### src/sv/gcd_pkg.sv
// ----------------------------------------------------------------------------
// Great circle distance package
// Shared types, fixed-point constants and table functions.
// ----------------------------------------------------------------------------
package gcd_pkg;

   localparam logic [63:0] QONE         = 64'h1000_0000_0000_0000;
   localparam logic [63:0] PI_Q60       = 64'h3243_F6A8_885A_308D;
   localparam logic [63:0] RAD_DIV      = 64'd3600000000;
   localparam logic [63:0] RAD_QUO      = PI_Q60 / RAD_DIV;
   localparam logic [63:0] RAD_REM      = PI_Q60 % RAD_DIV;
   localparam logic [95:0] RAD_FRAC_W   = {RAD_REM, 32'b0} / {32'b0, RAD_DIV};
   localparam logic [31:0] RAD_FRAC     = RAD_FRAC_W[31:0];
   localparam logic [63:0] GAIN_SEED    = (QONE / 64'd10) * 64'd6;
   localparam logic [31:0] DIV6_MAGIC   = 32'hAAAA_AAAB;
   localparam logic [63:0] DIAMETER_MM  = 64'd12742000000;
   localparam logic [63:0] HALF_CIRC_MM = 64'd20015086796;
   localparam logic [121:0] H_ONE       = 122'(1) << 120;
   localparam logic signed [30:0] LAT_LIMIT = 31'sd900000000;
   localparam logic signed [33:0] FULL_TURN = 34'sd3600000000;
   localparam logic signed [33:0] HALF_TURN = 34'sd1800000000;
   localparam int SQRT_BITS = 61;

   typedef struct packed {
      logic signed [63:0] x;
      logic signed [63:0] y;
      logic signed [63:0] z;
   } cordic_type;

   typedef struct packed {
      logic [121:0] rem;
      logic [60:0]  root;
   } sqrt_type;

   function automatic logic [63:0] mulq(logic [63:0] a, logic [63:0] b);
      logic [127:0] p;
      p = {64'b0, a} * {64'b0, b};
      return p[123:60];
   endfunction

   function automatic logic [63:0] odd_div(logic [63:0] x, int k);
      logic [63:0] q;
      case (k)
         0: q = x;
         1: q = x / 64'd3;
         2: q = x / 64'd5;
         3: q = x / 64'd7;
         4: q = x / 64'd9;
         5: q = x / 64'd11;
         6: q = x / 64'd13;
         7: q = x / 64'd15;
         8: q = x / 64'd17;
         9: q = x / 64'd19;
         10: q = x / 64'd21;
         11: q = x / 64'd23;
         12: q = x / 64'd25;
         13: q = x / 64'd27;
         14: q = x / 64'd29;
         15: q = x / 64'd31;
         16: q = x / 64'd33;
         17: q = x / 64'd35;
         18: q = x / 64'd37;
         19: q = x / 64'd39;
         20: q = x / 64'd41;
         21: q = x / 64'd43;
         22: q = x / 64'd45;
         23: q = x / 64'd47;
         24: q = x / 64'd49;
         25: q = x / 64'd51;
         26: q = x / 64'd53;
         27: q = x / 64'd55;
         28: q = x / 64'd57;
         29: q = x / 64'd59;
         30: q = x / 64'd61;
         31: q = x / 64'd63;
         default: q = '0;
      endcase
      return q;
   endfunction

   // arctan(2^-i) in Q60, series evaluated in Q63
   function automatic logic [63:0] atan_entry(int i);
      logic [63:0] acc;
      logic [63:0] t;
      acc = '0;
      if (i == 0) begin
         acc = PI_Q60 >> 2;
      end else begin
         for (int k = 0; k < 32; k++) begin
            if (i * (2 * k + 1) < 64) begin
               t = odd_div(64'h8000_0000_0000_0000 >> (i * (2 * k + 1)), k);
               acc = (k % 2 == 1) ? acc - t : acc + t;
            end
         end
         acc = (acc + 64'd4) >> 3;
      end
      return acc;
   endfunction

   // 1/K for n stages, Newton iteration on 1/sqrt(prod(1 + 4^-i))
   function automatic logic [63:0] inv_gain(int n);
      logic [63:0] g;
      logic [63:0] r;
      g = QONE;
      r = GAIN_SEED;
      for (int i = 0; i < n; i++) begin
         if (2 * i < 64) begin
            g = g + (g >> (2 * i));
         end
      end
      for (int j = 0; j < 8; j++) begin
         r = mulq(r, 64'd3 * QONE - mulq(g, mulq(r, r))) >> 1;
      end
      return r;
   endfunction

endpackage

### src/sv/gcd_sqrt_cell.sv
// ----------------------------------------------------------------------------
// Square root cell
// Decides one root bit of a floored integer square root.
// ----------------------------------------------------------------------------
module gcd_sqrt_cell #(
   parameter int BIT = 60
) (
   input  logic              clock,
   input  logic              en,
   input  gcd_pkg::sqrt_type cell_in,
   output gcd_pkg::sqrt_type cell_out
);

   logic [121:0]      trial;
   gcd_pkg::sqrt_type step_in;
   gcd_pkg::sqrt_type step_ff;

   always_comb begin
      trial   = ({61'b0, cell_in.root} << (BIT + 1)) + (122'(1) << (2 * BIT));
      step_in = cell_in;
      if (cell_in.rem >= trial) begin
         step_in.rem  = cell_in.rem - trial;
         step_in.root = cell_in.root | (61'(1) << BIT);
      end
   end

   always_ff @(posedge clock) begin
      if (en) begin
         step_ff <= step_in;
      end
   end

   assign cell_out = step_ff;

endmodule

### config.mk
export PLATFORM = sky130hd
export DESIGN_NAME = gcd_sqrt_cell
export DESIGN_NICKNAME = d
export VERILOG_FILES = /design/src/sv/gcd_pkg.sv /design/src/sv/gcd_sqrt_cell.sv
export SDC_FILE = /design/constraint.sdc
export NUM_CORES = 1
export LEC_CHECK = 0
export ABC_CLOCK_PERIOD_IN_PS = 7700
export BUFFER_PORTS_ARGS = -buffer_cell sky130_fd_sc_hd__buf_2
export CAP_MARGIN = 40
export CORE_MARGIN = 8
export CORE_UTILIZATION = 56
export CTS_BUF_LIST = sky130_fd_sc_hd__clkbuf_8
export CTS_CLUSTER_SIZE = 12
export DETAILED_ROUTE_END_ITERATION = 12
export GPL_ROUTABILITY_DRIVEN = 0
export PLACE_DENSITY = 0.88
export SYNTH_ARGS = -nofsm -noshare
export SYNTH_HDL_FRONTEND = slang
export SYNTH_SLANG_ARGS = --single-unit
### constraint.sdc
create_clock -name clock -period 7.7 [get_ports clock]
set_input_delay 0.77 -clock clock [delete_from_list [all_inputs] [get_ports clock]]
set_output_delay 0.77 -clock clock [all_outputs]
set_load 0.01 [all_outputs]
**After elaboration in Yosys (flattened, before gate mapping)**

Cells that the tools add are included.

- Bits in writable memories: 0
- Memories: 0
- Bits of input ports: 185
- Bits in registers: 183
- ROM bits: 0
- Word-level logic and storage cells: 7
- Bits in latches: 0

- Multipliers: 0
- $lt $le $gt $ge: 1
- Equality and inequality tests: 0
- Add/subtract/negate cells: 2
- Shifts and indexed selects: 0
- Mux-type cells: 1
- Bitwise logic cells: 0
- Reduce and logical (&&, ||, !) cells: 0
- Divide/modulo/power cells: 0

Operators with widths:

| kind | number |
|---|---|
| 183-bit two-way mux | 1 |
| 122-bit by 121-bit adder with 122-bit output, second input constant | 1 |
| 122-bit greater-or-equal comparator | 1 |
| 122-bit subtractor | 1 |

**Depth between registers and ports, before layout**

- Word-level depth: 3
- Mapped depth: 16
- Depth with buffers taken out: 13

**Least setup slack after synthesis**

OpenSTA, ideal clock, no wires.

- Path kind: input to register
- Start: in cell_in[19] (netlist bit)
- End: reg step_ff, in the netlist cell_out[166] (data pin)
- Path slack: 4.332 ns
- Arrival time: 3.101 ns
- Stages on the path: 13
- Cell sequence: inv_1 ha_1 buf_6 a21oi_4 o21ai_2 or3_1 a21boi_2 a211oi_2 o2111ai_2 nand2_2 a311o_1 a2111oi_4 a211oi_2

RTL lines:

| element | RTL line | source |
|---|---|---|
| start: declaration | gcd_sqrt_cell.sv:10 | `input gcd_pkg::sqrt_type cell_in,` |
| end signal: assignment | gcd_sqrt_cell.sv:29 | `step_ff <= step_in;` |
| end: declaration | gcd_sqrt_cell.sv:16 | `gcd_pkg::sqrt_type step_ff;` |

==> flow_summary.json <==
{
  "critPathKind": "primary input to flip-flop",
  "synth_area_leaders": "edfxtp_1 53%, ha_1 7.3%, o21ai_0 4.2%",
  "yosysUniqueCellTypes": 79,
  "irDropWorstVdd_mv": 0.116,
  "ys_seq_elements": 183,
  "final_cells": 1552,
  "critPathTopFamily": "compound AO/OA/AOI/OAI gates",
  "min_period_ns": 4.27,
  "drv_cap": 0,
  "crit_path_end_kind": "flip-flop",
  "finalSetupViolations": 0,
  "drtPass1Iterations": 6,
  "syn-num-nets": 1202,
  "holdWs_ns": 0.470,
  "cts_tree": "built",
  "critPathSlowestCell": "buf_4",
  "worstSetupStartpointType": "primary input",
  "root_buffer": "clkbuf_8",
  "largest_register_ffs": 183,
  "final_hold_viol_count": 0,
  "maxSlewHeadroom": 0.411,
  "worst_slew_pin_slew_ns": 0.872,
  "layout-drive-gt1-share": 0.335,
  "first_iter_violations": 820,
  "cts_buffers": 17,
  "initial_core_util": 0.564,
  "crit_fanout": 87,
  "path_buf_inv": 3,
  "post-cts-setup-buffers": 0,
  "hpwlAfterDp_um": 25800,
  "syn-mean-instance-area_um2": 10.9,
  "syn2layout_area_growth_pct": 22.9,
  "clk_pin_slew_ns": 0.12,
  "drc": 0,
  "syn_area_um2": 10400,
  "vias": 9105,
  "finalCritPeriodShare": 0.554,
  "crit_path_cell_trace": "buf_2 -> inv_1 -> ha_1 -> a21oi_1 -> o21ai_0 -> a21oi_1 -> nor4b_2 -> o211ai_2 -> a21oi_1 -> nand2b_2 -> o21ai_4 -> buf_4 -> o21ai_0",
  "p_per_area_nw_per_um2": 207,
  "synth.top_cell.area_share": 0.528,
  "routedWlPerCell_um": 20.9,
  "placed_cells": 1519,
  "placed_area_um2": 12400,
  "status": "finished, final reports clean",
  "num_rows": 50,
  "synth-seq-area-share": 0.528,
  "cts_buffer_depth": 2,
  "critPathMaxStageDelay_ns": 0.76,
  "leakage_nw": 5.81,
  "postLayoutCoreUtil": 0.694,
  "synth_top_area_cell": "edfxtp_1",
  "ant_nets": 0,
  "critPathMostFrequentCell": "a21oi_1",
  "grt_max_degree": 88,
  "cts-htree-levels": 4,
  "cts.sinks": 183,
  "die_w_um": 152,
  "ys_async_sr_fraction": 0,
  "io_pins": 368,
  "syn_inst": 955,
  "worstPathArrival_ns": 4.46,
  "drt-total-wl_um": 32500,
  "grt_remaining_overflow": 0,
  "synth-warning-count": 0,
  "synth_enable_flop_cells": 183,
  "portBuffers": 367,
  "grt_pass1_wl_um": 49900,
  "ctsHoldBuffers": 0,
  "setup_tns_ns": 0,
  "mostFrequentLayoutCells": "366 x buf_2, 183 x edfxtp_1, 112 x nand2_1",
  "antenna_found_initial": 2,
  "grt_pass1_vias": 9047,
  "ys.flop_type": "edfxtp_1",
  "fp.dieH_um": 152,
  "final_cell_area_um2": 12800,
  "grt_usage": 0.271,
  "routed_via_density": 5.87,
  "required_ns": 7.89,
  "dieArea_um2": 23200,
  "drv_slew": 0,
  "ctsResizeCount": 0,
  "final_common_cell": "buf_2",
  "max_freq_ghz": 0.234,
  "hp-class": "primary input to flip-flop",
  "nets": 1551,
  "rsz0062_at_grt": "no",
  "core_area_um2": 18500
}
[where the power goes]
group          switching [mW]  total, mW  internal (mW)
logic                   0.429      0.702          0.274
registers              0.0280       1.25           1.23
clock network           0.437      0.692          0.255
total                   0.894       2.65           1.75
[stage by stage]
stage	worst slack (ns)	total power, mW
after floorplan	4.33	1.70
after global placement	3.09	1.94
after detailed placement	2.97	1.97
after CTS	3.49	2.65
after global routing	3.16	2.76
final	3.43	2.65
[logic make-up (layout without fill, tap and decap cells)]
group	Yosys count	in the layout	synth area share
other	0	1	0
AO/OA/AOI/OAI	286	286	0.175
buffers and inverters	116	478	0.0508
XOR/XNOR	56	56	0.0471
flip-flops	183	183	0.528
AND/OR/NAND/NOR	251	251	0.122
adder cells (fa/ha/maj)	62	62	0.0752
multiplexers	1	1	0.00144
[routing by layer]
metal	global-route usage	vias up	part of all wire	wire [um]
met5	0	-	0.00077	25
met4	0.100	4	0.032	1040
met1	0.315	4292	0.38	12200
met2	0.477	505	0.50	16200
met3	0.0686	71	0.091	2950
li1	-	4233	-	-
[cells in the mapped netlist (all sizes together) (2+ instances only)]
cell type,number
and4,3
o21bai,9
and2,6
o2111ai,2
a31oi,13
edfxtp,183
o21ai,100
or4,2
buf,26
nor4b,2
and3b,2
nor2,23
a22oi,2
a2111oi,2
a211oi,6
a21oi,73
nand2,114
nand4,24
a211o,3
nand2b,6
clkbuf,15
o21a,10
o211ai,6
nand3,13
or3,5
nor3,6
xnor2,31
nor2b,5
and3,10
a21o,42
or2,5
a21boi,3
ha,61
xor2,25
inv,75
nor4,19
o31ai,5
a41oi,2
[cell type report]
cell class / instances / area, um^2
timing repair buffer: 371 / 1910
antenna: 1 / 2.50
fill: 1376 / 5650
tap: 234 / 293
clock buffer: 17 / 234
multi-input combinational: 656 / 4390
clock inverter: 15 / 193
sequential: 183 / 5500
inverter: 75 / 282
[final timing paths]
check | from | cells after the start | slack [ns] | endpoint
max | cell_in[11] | 13 | 3.43 | cell_out[143]$_DFFE_PP_
min | cell_in[50] | 1 | 0.47 | cell_out[50]$_DFFE_PP_
Note: power is estimated with default switching activity, not from simulation.
