--- config.mk ---
export PLATFORM = sky130hd
export DESIGN_NAME = gcd_to_rad
export DESIGN_NICKNAME = d
export VERILOG_FILES = /design/src/sv/gcd_pkg.sv /design/src/sv/gcd_to_rad.sv
export SDC_FILE = /design/constraint.sdc
export NUM_CORES = 2
export LEC_CHECK = 0
export ABC_AREA = 1
export BUFFER_PORTS_ARGS = -buffer_cell sky130_fd_sc_hd__buf_4
export CAP_MARGIN = 15
export CORE_MARGIN = 2
export CORE_UTILIZATION = 48
export CTS_CLUSTER_DIAMETER = 40
export DETAILED_ROUTE_END_ITERATION = 8
export GPL_TIMING_DRIVEN = 0
export SLEW_MARGIN = 20
export SYNTH_ARGS = -nofsm -noshare
export SYNTH_HDL_FRONTEND = slang
export SYNTH_SLANG_ARGS = --single-unit
--- constraint.sdc ---
create_clock -name clock -period 29.7 [get_ports clock]
set_input_delay 5.94 -clock clock [delete_from_list [all_inputs] [get_ports clock]]
set_output_delay 5.94 -clock clock [all_outputs]
set_load 0.01 [all_outputs]
--- src/sv/gcd_pkg.sv ---
// ----------------------------------------------------------------------------
// Great circle distance package
// Shared types, fixed-point constants and table functions.
// ----------------------------------------------------------------------------
package gcd_pkg;

   localparam logic [63:0] QONE         = 64'h1000_0000_0000_0000;
   localparam logic [63:0] PI_Q60       = 64'h3243_F6A8_885A_308D;
   localparam logic [63:0] RAD_DIV      = 64'd3600000000;
   localparam logic [63:0] RAD_QUO      = PI_Q60 / RAD_DIV;
   localparam logic [63:0] RAD_REM      = PI_Q60 % RAD_DIV;
   localparam logic [95:0] RAD_FRAC_W   = {RAD_REM, 32'b0} / {32'b0, RAD_DIV};
   localparam logic [31:0] RAD_FRAC     = RAD_FRAC_W[31:0];
   localparam logic [63:0] GAIN_SEED    = (QONE / 64'd10) * 64'd6;
   localparam logic [31:0] DIV6_MAGIC   = 32'hAAAA_AAAB;
   localparam logic [63:0] DIAMETER_MM  = 64'd12742000000;
   localparam logic [63:0] HALF_CIRC_MM = 64'd20015086796;
   localparam logic [121:0] H_ONE       = 122'(1) << 120;
   localparam logic signed [30:0] LAT_LIMIT = 31'sd900000000;
   localparam logic signed [33:0] FULL_TURN = 34'sd3600000000;
   localparam logic signed [33:0] HALF_TURN = 34'sd1800000000;
   localparam int SQRT_BITS = 61;

   typedef struct packed {
      logic signed [63:0] x;
      logic signed [63:0] y;
      logic signed [63:0] z;
   } cordic_type;

   typedef struct packed {
      logic [121:0] rem;
      logic [60:0]  root;
   } sqrt_type;

   function automatic logic [63:0] mulq(logic [63:0] a, logic [63:0] b);
      logic [127:0] p;
      p = {64'b0, a} * {64'b0, b};
      return p[123:60];
   endfunction

   function automatic logic [63:0] odd_div(logic [63:0] x, int k);
      logic [63:0] q;
      case (k)
         0: q = x;
         1: q = x / 64'd3;
         2: q = x / 64'd5;
         3: q = x / 64'd7;
         4: q = x / 64'd9;
         5: q = x / 64'd11;
         6: q = x / 64'd13;
         7: q = x / 64'd15;
         8: q = x / 64'd17;
         9: q = x / 64'd19;
         10: q = x / 64'd21;
         11: q = x / 64'd23;
         12: q = x / 64'd25;
         13: q = x / 64'd27;
         14: q = x / 64'd29;
         15: q = x / 64'd31;
         16: q = x / 64'd33;
         17: q = x / 64'd35;
         18: q = x / 64'd37;
         19: q = x / 64'd39;
         20: q = x / 64'd41;
         21: q = x / 64'd43;
         22: q = x / 64'd45;
         23: q = x / 64'd47;
         24: q = x / 64'd49;
         25: q = x / 64'd51;
         26: q = x / 64'd53;
         27: q = x / 64'd55;
         28: q = x / 64'd57;
         29: q = x / 64'd59;
         30: q = x / 64'd61;
         31: q = x / 64'd63;
         default: q = '0;
      endcase
      return q;
   endfunction

   // arctan(2^-i) in Q60, series evaluated in Q63
   function automatic logic [63:0] atan_entry(int i);
      logic [63:0] acc;
      logic [63:0] t;
      acc = '0;
      if (i == 0) begin
         acc = PI_Q60 >> 2;
      end else begin
         for (int k = 0; k < 32; k++) begin
            if (i * (2 * k + 1) < 64) begin
               t = odd_div(64'h8000_0000_0000_0000 >> (i * (2 * k + 1)), k);
               acc = (k % 2 == 1) ? acc - t : acc + t;
            end
         end
         acc = (acc + 64'd4) >> 3;
      end
      return acc;
   endfunction

   // 1/K for n stages, Newton iteration on 1/sqrt(prod(1 + 4^-i))
   function automatic logic [63:0] inv_gain(int n);
      logic [63:0] g;
      logic [63:0] r;
      g = QONE;
      r = GAIN_SEED;
      for (int i = 0; i < n; i++) begin
         if (2 * i < 64) begin
            g = g + (g >> (2 * i));
         end
      end
      for (int j = 0; j < 8; j++) begin
         r = mulq(r, 64'd3 * QONE - mulq(g, mulq(r, r))) >> 1;
      end
      return r;
   endfunction

endpackage

--- src/sv/gcd_to_rad.sv ---
// ----------------------------------------------------------------------------
// Angle converter
// Signed 1e-7 degree half-angle units to Q60 radians, rounded to nearest,
// via reciprocal multiply and one remainder correction. Four stages.
// ----------------------------------------------------------------------------
module gcd_to_rad (
   input  logic               clock,
   input  logic               en,
   input  logic signed [31:0] units,
   output logic signed [63:0] radians
);

   logic [30:0] mag;
   logic [63:0] rnd_sum;
   logic [63:0] rem;
   logic [31:0] q_fix;
   logic [63:0] v;

   logic        neg1_ff, neg2_ff, neg3_ff;
   logic [62:0] mf_ff;
   logic [62:0] mr_ff;
   logic [63:0] mq1_ff, mq2_ff, mq3_ff;
   logic [31:0] q0_ff, q0b_ff;
   logic [63:0] n_ff, n3_ff;
   logic [63:0] qd_ff;
   logic [63:0] rad_ff;

   always_comb begin
      mag     = units[31] ? 31'(-units) : units[30:0];
      rnd_sum = {1'b0, mf_ff} + 64'h8000_0000;
      rem     = n3_ff - qd_ff;
      q_fix   = q0b_ff + ((rem >= gcd_pkg::RAD_DIV) ? 32'd1 : 32'd0);
      v       = mq3_ff + {32'b0, q_fix};
   end

   always_ff @(posedge clock) begin
      if (en) begin
         neg1_ff <= units[31];
         mf_ff   <= {32'b0, mag} * {31'b0, gcd_pkg::RAD_FRAC};
         mr_ff   <= {32'b0, mag} * {31'b0, gcd_pkg::RAD_REM[31:0]};
         mq1_ff  <= {33'b0, mag} * gcd_pkg::RAD_QUO;
         neg2_ff <= neg1_ff;
         q0_ff   <= rnd_sum[63:32];
         n_ff    <= {1'b0, mr_ff} + (gcd_pkg::RAD_DIV >> 1);
         mq2_ff  <= mq1_ff;
         neg3_ff <= neg2_ff;
         qd_ff   <= {32'b0, q0_ff} * {32'b0, gcd_pkg::RAD_DIV[31:0]};
         q0b_ff  <= q0_ff;
         n3_ff   <= n_ff;
         mq3_ff  <= mq2_ff;
         rad_ff  <= neg3_ff ? 64'(-v) : v;
      end
   end

   assign radians = signed'(rad_ff);

endmodule

# Word-level counts from Yosys, hierarchy flattened
# Index checks and enable logic that the tools add are counted.
[totals]
register_bits = 622
in_bits = 34
out_inout_bits = 64
[op_classes]
add_sub_neg = 7
multipliers = 4
n_lt_le_gt_ge = 1
n_mux = 3
[ops]
columns = ["operator", "n"]
rows = [
  ["31-bit by 32-bit multiplier with 63-bit output (second input constant)", 2],
  ["63-bit by 31-bit adder with 64-bit output (second input constant)", 1],
  ["63-bit by 32-bit adder with 64-bit output (second input constant)", 1],
  ["64-bit by 32-bit greater-or-equal comparator with 1-bit output (second input constant)", 1],
  ["64-bit 2-to-1 mux", 1],
  ["62-bit negation with 64-bit output", 1],
  ["64-bit subtractor", 1],
  ["61-bit by 32-bit adder with 62-bit output", 1],
  ["31-bit by 30-bit multiplier with 61-bit output (second input constant)", 1],
  ["32-bit by 22-bit multiplier with 54-bit output (second input constant)", 1],
  ["32-bit by 1-bit adder with 32-bit output", 1],
  ["31-bit 2-to-1 mux", 1],
  ["31-bit negation", 1],
  ["1-bit 2-to-1 mux", 1],
]

# Logic depth before layout (Yosys ltp)
[logic_depth]
word_depth = 7
mapped_depth = 58
mapped_depth_nobuf = 58

# Worst setup path before layout
# No wires, ideal clock.
[synth_timing]
path_type = "input-to-reg"
from = "input port units[0]"
to = "register mf_ff[62] (data pin)"
t_arrival_ns = 14.228
t_required_ns = 29.448
setup_slack_ns = 15.220
cell_stages = 39
cell_sequence = "inv_1 > ha_1 > inv_1 > nor2_1 > inv_1 > nor2_1 > inv_1 > nor3_1 > nand4_1 > nor2_1 > nand2_1 > o21ai_0 > o21ai_0 > xor2_1 > ha_1 > inv_1 > fa_1 > inv_1 > (+3 left out) > fa_1 > fa_1 > inv_1 > fa_1 > fa_1 > ha_1 > a21o_1 > a31oi_1 > o21ai_0 > a21oi_1 > nand2_1 > a21boi_0 > o21bai_1 > a21o_1 > nand2_1 > nand2_1 > nand2_1 > nand2_1"
[synth_between]
elab_chain_cells = 3
[synth_lines]
columns = ["element", "line", "text"]
rows = [
  ["from (decl)", "gcd_to_rad.sv:9", "input logic signed [31:0] units,"],
  ["31-bit negation", "gcd_to_rad.sv:29", "mag = units[31] ? 31'(-units) : units[30:0];"],
  ["31-bit 2-to-1 mux *", "gcd_to_rad.sv:29", ""],
  ["31-bit by 32-bit multiplier with 63-bit output *", "gcd_to_rad.sv:39", "mf_ff <= {32'b0, mag} * {31'b0, gcd_pkg::RAD_FRAC};"],
  ["to (signal assigned)", "gcd_to_rad.sv:39", ""],
  ["to (decl)", "gcd_to_rad.sv:20", "logic [62:0] mf_ff;"],
]
# Mark *: on every way between the ends. The rest lies on a longest branch, timed or not.
# A chain may end at the register's enable or synchronous reset.

# Worst setup path in the final report
# Same ends and word-level chain as after synthesis.

==> key figures <==
Run status
  – Outcome: finished clean

Logic synthesis
  – Number of synthesized flops with an enable pin: 559
  – Distinct cells, synth: 64
  – Top-area cell type share of the netlist area: 0.299
  – Synth Instances: 9732
  – Commonest register cell after synthesis: edfxtp_1
  – Post-Synth XOR/XNOR Area: 0.0390
  – Mapped Nets: 12400
  – Area leader, netlist: fa_1
  – Synth async-reset ratio: 0
  – Seq/Total Area, Yosys: 0.188
  – Cell with the most instances after synthesis: inv_1
  – Flops & latches, synth: 559
  – Syn_area_per_cell: 9.17 sq um
  – Synth top cells by count: inv_1, nand2_1, fa_1
  – Mapped cell area: 89200 sq um
  – Largest family of logic cells by synthesized area: adder cells
  – Total number of yosys warnings: 0
  – Synth Area in Compound Gates: 0.0596
  – Top cells by area, synth: fa_1, edfxtp_1, ha_1
  – Mux cell area share after synthesis: 0
  – Post-synthesis adder-cell area fraction: 0.479
  – Post-Synth Simple-Gate Area: 0.123

STA
  – Clk_skew: 0.0569 ns
  – Setup WS post-layout: 12.44 ns
  – Slew margin rel.: 0.262
  – Max Slew Vio Count: 0
  – Fmax: 57.9 MHz
  – Fin crit period: 17.26 ns
  – RSZ-0062 raised after global routing: false
  – Final Setup Violations: 0
  – Setup TNS: 0 ns
  – Worst-margin pin slew: 1.10 ns
  – Fin crit share: 0.581
  – Final hold violation count: 0

Worst setup path
  – Worst path required time: 30.11 ns
  – Critical path class: in2reg
  – CP dominant cell by count: inv_1
  – Startpoint types: input pin
  – Data arrival time of the worst path: 17.66 ns
  – Critical path's slowest cell: ha_2
  – Crit path capture type: flip-flop
  – Worst Path Max Fanout: 21
  – CP peak stage delay: 0.82 ns

Detailed routing
  – DRC Markers: 0
  – Pre-Repair DR Iteration Count: 8
  – Post-DRT Antenna Nets: 0
  – Iter 0 DRT Violations: 5095
  – Vias per Instance: 5.32
  – Vias post-DR: 66400
  – Drt total wl: 292 mm
  – WL/cell: 23.4 um

Finish
  – P&R area growth vs syn: 9.05%
  – Final net count: 12600
  – Finished Layout Cells: 12500
  – Layout cells sized above 1: 0.0443

Global routing
  – Met2 usage: 0.490
  – Initial antenna violation count: 9
  – GRT Util Overall: 0.313
  – Busiest grt layer: met2
  – Gr ovfl total: 0
  – Met3 Resource Use GR: 0.0552
  – First-pass GRT wire length: 438 mm
  – Met1 usage: 0.429
  – Vias in the first global route: 68800
  – Pin count of the biggest net entering global routing: 111

Clock network
  – Max clock buf depth: 3
  – Post-CTS Setup Inserts: 0
  – CTS Hold Bufs: 0
  – CTS buffer count: 83
  – CTS resizes: 0
  – Worst-Skew Late Latency: 0.69 ns
  – Clock root buffer: clkbuf_16
  – H-tree depth: 3
  – CTS tree: yes
  – CTS Sinks: 559
  – CTS clk-pin slew, worst paths: 0.06 ns

Die
  – Die area: 189000 sq um
  – Die X: 435 um
  – Die height: 435 um
  – Initial Util: 0.482
  – # IOs: 98
  – FP Rows: 158
  – Core area: 185000 sq um

Placed design
  – Placer's final routability congestion estimate: 1.04
  – Input/output buffers: 97
  – Detail Placement HPWL: 259 mm
  – Dpl cells: 12300
  – Pre-CTS WS: 12.00 ns

Worst hold path
  – Hold Path Class: reg2reg

Run
  – Max-Cap Viols: 0
## layout by cell type, fill, tap and decap left out, drive strengths merged, types with 4 or more instances in the layout
cell type,synthesis,layout
o21ai,251,251
nor3b,6,6
fa,1332,1332
clkinv,1,33
o21bai,31,31
nor3,83,83
clkbuf,7,93
a21oi,461,461
xor2,277,277
or2,18,18
nand4,84,84
nand2,1366,1366
bufinv,0,8
xnor2,120,120
buf,6,137
nand3b,19,19
o31ai,8,8
and2,7,7
a31oi,79,79
edfxtp,559,559
o2111ai,4,4
and3,9,9
clkinvlp,0,5
a21o,28,28
nor4,33,33
o211ai,23,23
a21boi,15,15
o21a,27,27
a221oi,6,6
nor2,697,697
inv,2612,2632
o221ai,4,4
ha,1287,1287
nand3,255,255
## through the flow
stage | hold WS, ns | utilization | instance area (sq um)
6_report | 0.407 | 0.526 | 97300
5_1_grt | 0.416 | 0.526 | 97300
4_1_cts | 0.404 | 0.526 | 97300
3_5_place_dp | 0.405 | 0.510 | 94400
3_3_place_gp | 0.401 | 0.503 | 93100
2_1_floorplan | 0.400 | - | 89200
## cells by family after synthesis
| logic type | Yosys count |
|---|---|
| and+or+nand+nor | 2578 |
| AOI/OAI and AO/OA | 953 |
| adders and majority gates | 2619 |
| xor gates and xnor gates | 397 |
| buffers and inverters | 2626 |
| DFF | 559 |
## final timing paths
check | startpoint | to | slack [ns] | depth (start not counted)
setup / recovery | units[0] | mf_ff[62] | 12.44 | 41
hold / removal | mq1_ff[22] | mq2_ff[22] | 0.41 | 0
setup reg to reg | q0b_ff[2] | radians[54] | 21.14 | 50
hold reg to reg | mq1_ff[22] | mq2_ff[22] | 0.41 | 0
## routing by layer
| metal | wire, um | part of all wire | up-vias |
|---|---|---|---|
| li1 | - | - | 30900 |
| met1 | 127000 | 0.43 | 32800 |
| met2 | 130000 | 0.45 | 2207 |
| met3 | 20400 | 0.070 | 498 |
| met4 | 14800 | 0.051 | 10 |
| met5 | 72 | 0.00025 | - |
## critical path: cells and delay by family
family                     cells  cell delay (ns)
AOI/OAI and AO/OA              8             1.92
xor gates and xnor gates       1             0.55
adders and majority gates     10             5.07
buffers and inverters         11             2.49
and+or+nand+nor               11             1.58
## flip-flops by register name, summed over array words and instances (netlist names), 33 cells and up
signal,flops
radians,64
mq1_ff,58
mq2_ff,58
mq3_ff,58
n3_ff,57
n_ff,57
mr_ff,56
qd_ff,51
mf_ff,33
## final cells by class
cell class	instances	area (sq um)
fillers	17300	87700
multi-input cells	6547	63000
flip-flops and latches	559	16800
inverters	2613	9810
well taps	2480	3100
clock buffers	86	2090
repair buffers	131	1570
clock inverters	65	848
plain buffers	13	62.6
diodes	3	7.51
Power is left out: the tool's default activity adds up to more than one toggle a clock period on the data nets, which glitch-free logic cannot reach.
